File: config.mk
export PLATFORM = sky130hd
export DESIGN_NAME = ptt_dist_pipe
export DESIGN_NICKNAME = d
export VERILOG_FILES = /design/src/rtl/ptt_pkg.sv /design/src/rtl/ptt_dist_pipe.sv
export SDC_FILE = /design/constraint.sdc
export NUM_CORES = 2
export LEC_CHECK = 0
export BUFFER_PORTS_ARGS = -buffer_cell sky130_fd_sc_hd__buf_2
export CORE_AREA = 3 3 387 389
export DETAILED_ROUTE_END_ITERATION = 10
export DIE_AREA = 0 0 390 392
export MAX_ROUTING_LAYER = met4
export SLEW_MARGIN = 20
export SYNTH_ARGS = -nofsm -noshare
export SYNTH_HDL_FRONTEND = slang
export SYNTH_SLANG_ARGS = --single-unit
File: constraint.sdc
create_clock -name clk -period 7.2 [get_ports clk]
set_clock_uncertainty 0.2 [all_clocks]
set_input_delay 1.8 -clock clk [delete_from_list [all_inputs] [get_ports clk]]
set_output_delay 1.8 -clock clk [all_outputs]
set_load 0.03 [all_outputs]
File: src/rtl/ptt_pkg.sv
// Package for the proximity trigger table: shared codes, state type and the scan tag.
// No dependencies; ptt_dist_pipe and the top level refer to it by scoped names.
`timescale 1ns / 1ps

package ptt_pkg;

  // Item kinds.
  localparam logic [1:0] KIND_ADD     = 2'd0;
  localparam logic [1:0] KIND_ACT     = 2'd1;
  localparam logic [1:0] KIND_NEAREST = 2'd2;
  localparam logic [1:0] KIND_CLEAR   = 2'd3;

  // Result status codes.
  localparam logic [1:0] STATUS_OK      = 2'd0;
  localparam logic [1:0] STATUS_NOMATCH = 2'd1;
  localparam logic [1:0] STATUS_FULL    = 2'd2;

  // Width of the reported entry id.
  localparam int ID_W = 9;

  typedef enum logic [1:0] {
    ST_IDLE,
    ST_SCAN,
    ST_DRAIN,
    ST_FINISH
  } state_t;

  // Control that travels alongside each entry read through the distance pipeline.
  typedef struct packed {
    logic valid;
    logic last;
  } scan_tag_t;

endpackage

File: src/rtl/ptt_dist_pipe.sv
// Three-stage squared-distance pipeline: entry word in, squared distance and hit flag out.
// Depends on ptt_pkg for the scan tag type.
`timescale 1ns / 1ps

module ptt_dist_pipe #(
  parameter int COORD_W = 20,
  parameter int IDX_W   = 8
) (
  input  logic                       clk,
  input  logic                       rst_n,
  input  ptt_pkg::scan_tag_t         in_tag,
  input  logic [IDX_W-1:0]           in_idx,
  input  logic [4*COORD_W-1:0]       in_entry,
  input  logic signed [COORD_W-1:0]  pos_x,
  input  logic signed [COORD_W-1:0]  pos_y,
  input  logic signed [COORD_W-1:0]  pos_z,
  output ptt_pkg::scan_tag_t         res_tag,
  output logic [IDX_W-1:0]           res_idx,
  output logic [4*COORD_W-1:0]       res_entry,
  output logic [2*COORD_W+3:0]       res_d2,
  output logic                       res_hit
);

  localparam int W  = COORD_W;
  localparam int RW = COORD_W - 1;
  localparam int EW = 4 * COORD_W;
  localparam int DW = 2 * COORD_W + 4;

  // Stage A: absolute coordinate differences.
  ptt_pkg::scan_tag_t tag_a_r;
  logic [IDX_W-1:0]   idx_a_r;
  logic [EW-1:0]      entry_a_r;
  logic [W:0]         mag_x_a_r, mag_y_a_r, mag_z_a_r;
  // Stage B: squares.
  ptt_pkg::scan_tag_t tag_b_r;
  logic [IDX_W-1:0]   idx_b_r;
  logic [EW-1:0]      entry_b_r;
  logic [2*W+1:0]     sq_x_b_r, sq_y_b_r, sq_z_b_r;
  logic [2*RW-1:0]    rsq_b_r;
  // Stage C: sum and compare.
  ptt_pkg::scan_tag_t tag_c_r;
  logic [IDX_W-1:0]   idx_c_r;
  logic [EW-1:0]      entry_c_r;
  logic [DW-1:0]      d2_c_r;
  logic               hit_c_r;

  logic signed [W:0] dx, dy, dz;
  logic [W:0]        mag_x, mag_y, mag_z;
  logic [DW-1:0]     d2_sum;

  always_comb begin
    dx = {pos_x[W-1], pos_x} - {in_entry[W-1], in_entry[W-1:0]};
    dy = {pos_y[W-1], pos_y} - {in_entry[2*W-1], in_entry[2*W-1:W]};
    dz = {pos_z[W-1], pos_z} - {in_entry[3*W-1], in_entry[3*W-1:2*W]};
    mag_x = dx[W] ? (W+1)'(-dx) : (W+1)'(dx);
    mag_y = dy[W] ? (W+1)'(-dy) : (W+1)'(dy);
    mag_z = dz[W] ? (W+1)'(-dz) : (W+1)'(dz);
    d2_sum = DW'(sq_x_b_r) + DW'(sq_y_b_r) + DW'(sq_z_b_r);
  end

  always_ff @(posedge clk) begin
    if (!rst_n) begin
      tag_a_r <= '0;
      tag_b_r <= '0;
      tag_c_r <= '0;
    end else begin
      tag_a_r <= in_tag;
      tag_b_r <= tag_a_r;
      tag_c_r <= tag_b_r;
    end
  end

  always_ff @(posedge clk) begin
    idx_a_r   <= in_idx;
    entry_a_r <= in_entry;
    mag_x_a_r <= mag_x;
    mag_y_a_r <= mag_y;
    mag_z_a_r <= mag_z;

    idx_b_r   <= idx_a_r;
    entry_b_r <= entry_a_r;
    sq_x_b_r  <= mag_x_a_r * mag_x_a_r;
    sq_y_b_r  <= mag_y_a_r * mag_y_a_r;
    sq_z_b_r  <= mag_z_a_r * mag_z_a_r;
    rsq_b_r   <= entry_a_r[3*W+RW-1:3*W] * entry_a_r[3*W+RW-1:3*W];

    idx_c_r   <= idx_b_r;
    entry_c_r <= entry_b_r;
    d2_c_r    <= d2_sum;
    hit_c_r   <= (d2_sum <= DW'(rsq_b_r));
  end

  assign res_tag   = tag_c_r;
  assign res_idx   = idx_c_r;
  assign res_entry = entry_c_r;
  assign res_d2    = d2_c_r;
  assign res_hit   = hit_c_r;

endmodule

Yosys cells after proc, flatten, opt, wreduce, memory -nomap -nowiden --
Index checks and enable logic that the tools add are counted. W data, S select, Z words.
Operators by class: add/sub/neg operators 8, multipliers 4, magnitude comparators 1, multiplexer cells 3
Operators by type and width (number):
- $mul A21 B21 Y42 | 3
- $neg A21 Y21 | 3
- $sub A20 B20 Y21 | 3
- $mux W20 | 3
- $add A43 B42 Y44 | 1
- $le A44 B38 Y1 | 1
- $add A42 B42 Y43 | 1
- $mul A19 B19 Y38 | 1
Storage, ports and cells: register bits after elaboration 542, output and inout port bits 135

Longest topological paths before layout --
depth after elaboration 3, gate-level depth with buffers 29, depth with buffers taken out 27

Worst setup path before layout --
No wires, ideal clock.
kind reg2reg, start register mag_z_a_r[17], end register sq_z_b_r[39], arrival time 7.011 ns, slack -0.144 ns, cell stages (with the launch flop) 26, buffers on the path 3, path through dfxtp_1 > clkbuf_1 > clkbuf_1 > nand2_1 > fa_1 > inv_1 > fa_1 > inv_1 > fa_1 > inv_1 > fa_1 > inv_1 > fa_1 > fa_1 > fa_1 > inv_1 > ha_1 > buf_1 > nand4_1 > a2111oi_1 > nor2_1 > o311ai_1 > a221oi_1 > a21oi_1 > mux2i_1 > o2111ai_1
Between the ends: longest elaborated chain between the ends 1
Ends and longest elaborated chain:
- start: declaration | RTL line ptt_dist_pipe.sv:33 | logic [W:0] mag_x_a_r, mag_y_a_r, mag_z_a_r;
- start signal: assignment | RTL line ptt_dist_pipe.sv:78 | mag_z_a_r <= mag_z;
- $mul A21 B21 Y42 | RTL line ptt_dist_pipe.sv:84 | sq_z_b_r <= mag_z_a_r * mag_z_a_r;
- end signal: assignment | RTL line ptt_dist_pipe.sv:84
- end: declaration | RTL line ptt_dist_pipe.sv:38 | logic [2*W+1:0] sq_x_b_r, sq_y_b_r, sq_z_b_r;
No other way between the ends. A chain may end at the register's enable or synchronous reset.

Worst setup path in the final report --
start register mag_z_a_r[8], end register sq_z_b_r[40]
The elaborated chain is that of the path after synthesis.

==> reports/results.tsv <==
metric	value	unit
outcome	finished, final reports clean	
end_kind	register	
dieArea	153000	um2
routabilityCongestion	0.898	
diodes	0	
grt_use_met2	36.2	%
die_h	392	um
rrSetupSlack	140	ps
synth_most_common_cell	inv_1	
r2r-end	sq_z_b_r[40]$_DFF_P_	
rr_startpoint	mag_z_a_r[8]$_DFF_P_	
clock_latency	690	ps
synth-compound-area-share	7.43	%
vias	45800	
crit_arrival	7380	ps
busiest_layer	met2	
use_met1	28.0	%
final-setup-viol-count	0	
grt_start_max_net_pins	22	
hold_violations	0	
cts_made_buffers	61	
synth_mux_area_share	0.178	%
io_pins	287	
antenna_found_initial	12	
critPathLaunch	mag_z_a_r[8]$_DFF_P_	
final_util	50.6	%
worstMarginPinSlew	1100	ps
synth_top_area_share	37.1	%
synth_area	66000	um2
yosysWarnings	0	
cts_tree	built	
holdPathEnd	res_idx[1]$_DFF_P_	
syn_avg_cell_area	9.62	um2
die_x	390	um
initial_core_util	44.8	%
clk_path_buf_depth	3	
required	7530	ps
yosys-top-cells-count	1729 x inv_1, 1224 x fa_1, 721 x ha_1	
synth.area.top_cells	fa_1 37%, dfxtp_1 16%, ha_1 14%, inv_1 9.8%, and2_1 3.3%	
cp_max_fo	14	
layout.nets	9465	
path_clk_slew	60	ps
relSlewSlack	25.5	%
grt_pass1_wl	256	mm
synthAdderAreaFrac	50.8	%
io_buffers	286	
fmaxAchievable	0.142	GHz
drt_wl_total	154	mm
ys_ff_latch	537	
layout_min_cycle_time	7060	ps
drv_slew	0	
rsz0062_at_grt	yes	
wl_per_cell	16.4	um
ant_nets	0	
tns	0	ps
synthCells	6858	
syn_to_final_growth	12.9	%
ys_seq_area_share	16.3	%
grt_overflow_total	0	
worstSetupPathType	register to register	
yosys.area_share.simple	10.3	%
cts-root-buf	clkbuf_16	
fin_crit_sh	98.0	%
worstHoldPathCells	0	
crit_path_start_kind	register	
clock_sinks	537	
track_usage	21.5	%
grt_pass1_vias	49800	
yosys.cell_types.count	88	
viasPerCell	4.90	
drc	0	
worst_r2r_path_depth	23	
drive_gt1_share	11.8	%
hold_path.class	register to register	
hpwl	133	mm
hp-start	idx_b_r[1]$_DFF_P_	
synthFlopType	dfxtp_1	
num_rows	141	
placed_area	71700	um2
synth_xor_area_share	4.14	%
synth_area_leader_cell	fa_1	
drtIter0Drc	1995	
dr.pass1.iters	6	
synth-edff-count	0	
fin_area	74500	um2
core	147000	um2
grtUsageMet3	2.06	%
drv_cap	0	
synth_top_family_by_area	adder cells	
cts-htree-levels	2	
ys_async_sr_fraction	0	%
==> per-layer routing <==
metal	wire (um)	up-vias
met5	0	-
li1	-	21900
met2	75600	856
met3	6130	185
met4	4000	0
met1	67900	22900
==> final cells by class <==
class | count | area [um2]
multi-input combinational | 4419 | 48400
fill | 13600 | 72700
tap | 1930 | 2410
clock buffer | 67 | 1620
clock inverter | 49 | 674
timing repair buffer | 620 | 4090
sequential | 537 | 10800
inverter | 1729 | 6490
==> worst max-delay path, stage by stage (launching register included) <==
cell and delay (ps):
dfxtp_4 370, buf_12 150, fa_1 530, inv_1 50
fa_1 600, fa_1 470, fa_1 540, inv_1 40
fa_1 450, fa_1 490, inv_1 50, fa_1 470
inv_1 60, ha_4 220, a21o_1 190, a211o_1 310
a311o_1 330, nand3_1 100, o211ai_1 160, a31oi_2 290
o31ai_2 100, a221o_1 380, a221oi_2 290, xnor2_1 100
==> what timing repair did <==
item | 4_1_cts | 5_1_grt
pin swaps | 8 | 34
endpoints found under the setup margin | 7 | 34
resized for setup | 9 | 124
hold buffers | 0 | 0
setup buffers | 0 | 9
==> state kept, by name, indices dropped and copies added (netlist names) <==
register	count
res_tag	2
entry_a_r	80
entry_b_r	79
rsq_b_r	37
res_d2	44
res_entry	80
tag_b_r	2
idx_b_r	8
idx_a_r	8
mag_x_a_r	21
sq_x_b_r	41
mag_y_a_r	21
sq_y_b_r	41
mag_z_a_r	21
sq_z_b_r	41
res_hit	1
res_idx	8
tag_a_r	2
==> kinds of logic after synthesis <==
family | count (synthesis)
adders and majority gates | 1945
buffers and inverters | 1903
and+or+nand+nor | 1392
AOI/OAI and AO/OA | 756
DFF | 537
xor gates and xnor gates | 312
muxes | 11
other | 2
==> worst max-delay path by stage <==
stage	end	depth (start not counted)	slack (ps)
3_3_place_gp	sq_z_b_r[40]$_DFF_P_	23	30
6_report	sq_z_b_r[40]$_DFF_P_	23	140
4_1_cts	sq_z_b_r[39]$_DFF_P_	28	0.9
3_5_place_dp	sq_z_b_r[40]$_DFF_P_	23	-50
2_1_floorplan	sq_z_b_r[39]$_DFF_P_	25	4
5_1_grt	sq_z_b_r[40]$_DFF_P_	21	-110
==> cell usage in the layout, fill, tap and decap left out, types with 204 or more instances in the layout <==
cell	n
buf_4	314
nand2_1	537
nor2_1	204
fa_1	1219
dfxtp_1	510
inv_1	1722
a21oi_1	219
ha_1	716
buf_2	286
and2_1	332
==> per-stage QoR <==
stage                     std cells  hold slack [ps]  setup slack (ps)
final                          9351              120               143
after detailed placement       9226              112             -48.6
after floorplan                6859              110              4.19
after global routing           9351              124              -106
after CTS                      9342              119             0.949
after global placement         9226              110              33.8
Power is left out: the tool's default activity adds up to more than one toggle a clock period on the data nets, which glitch-free logic cannot reach.
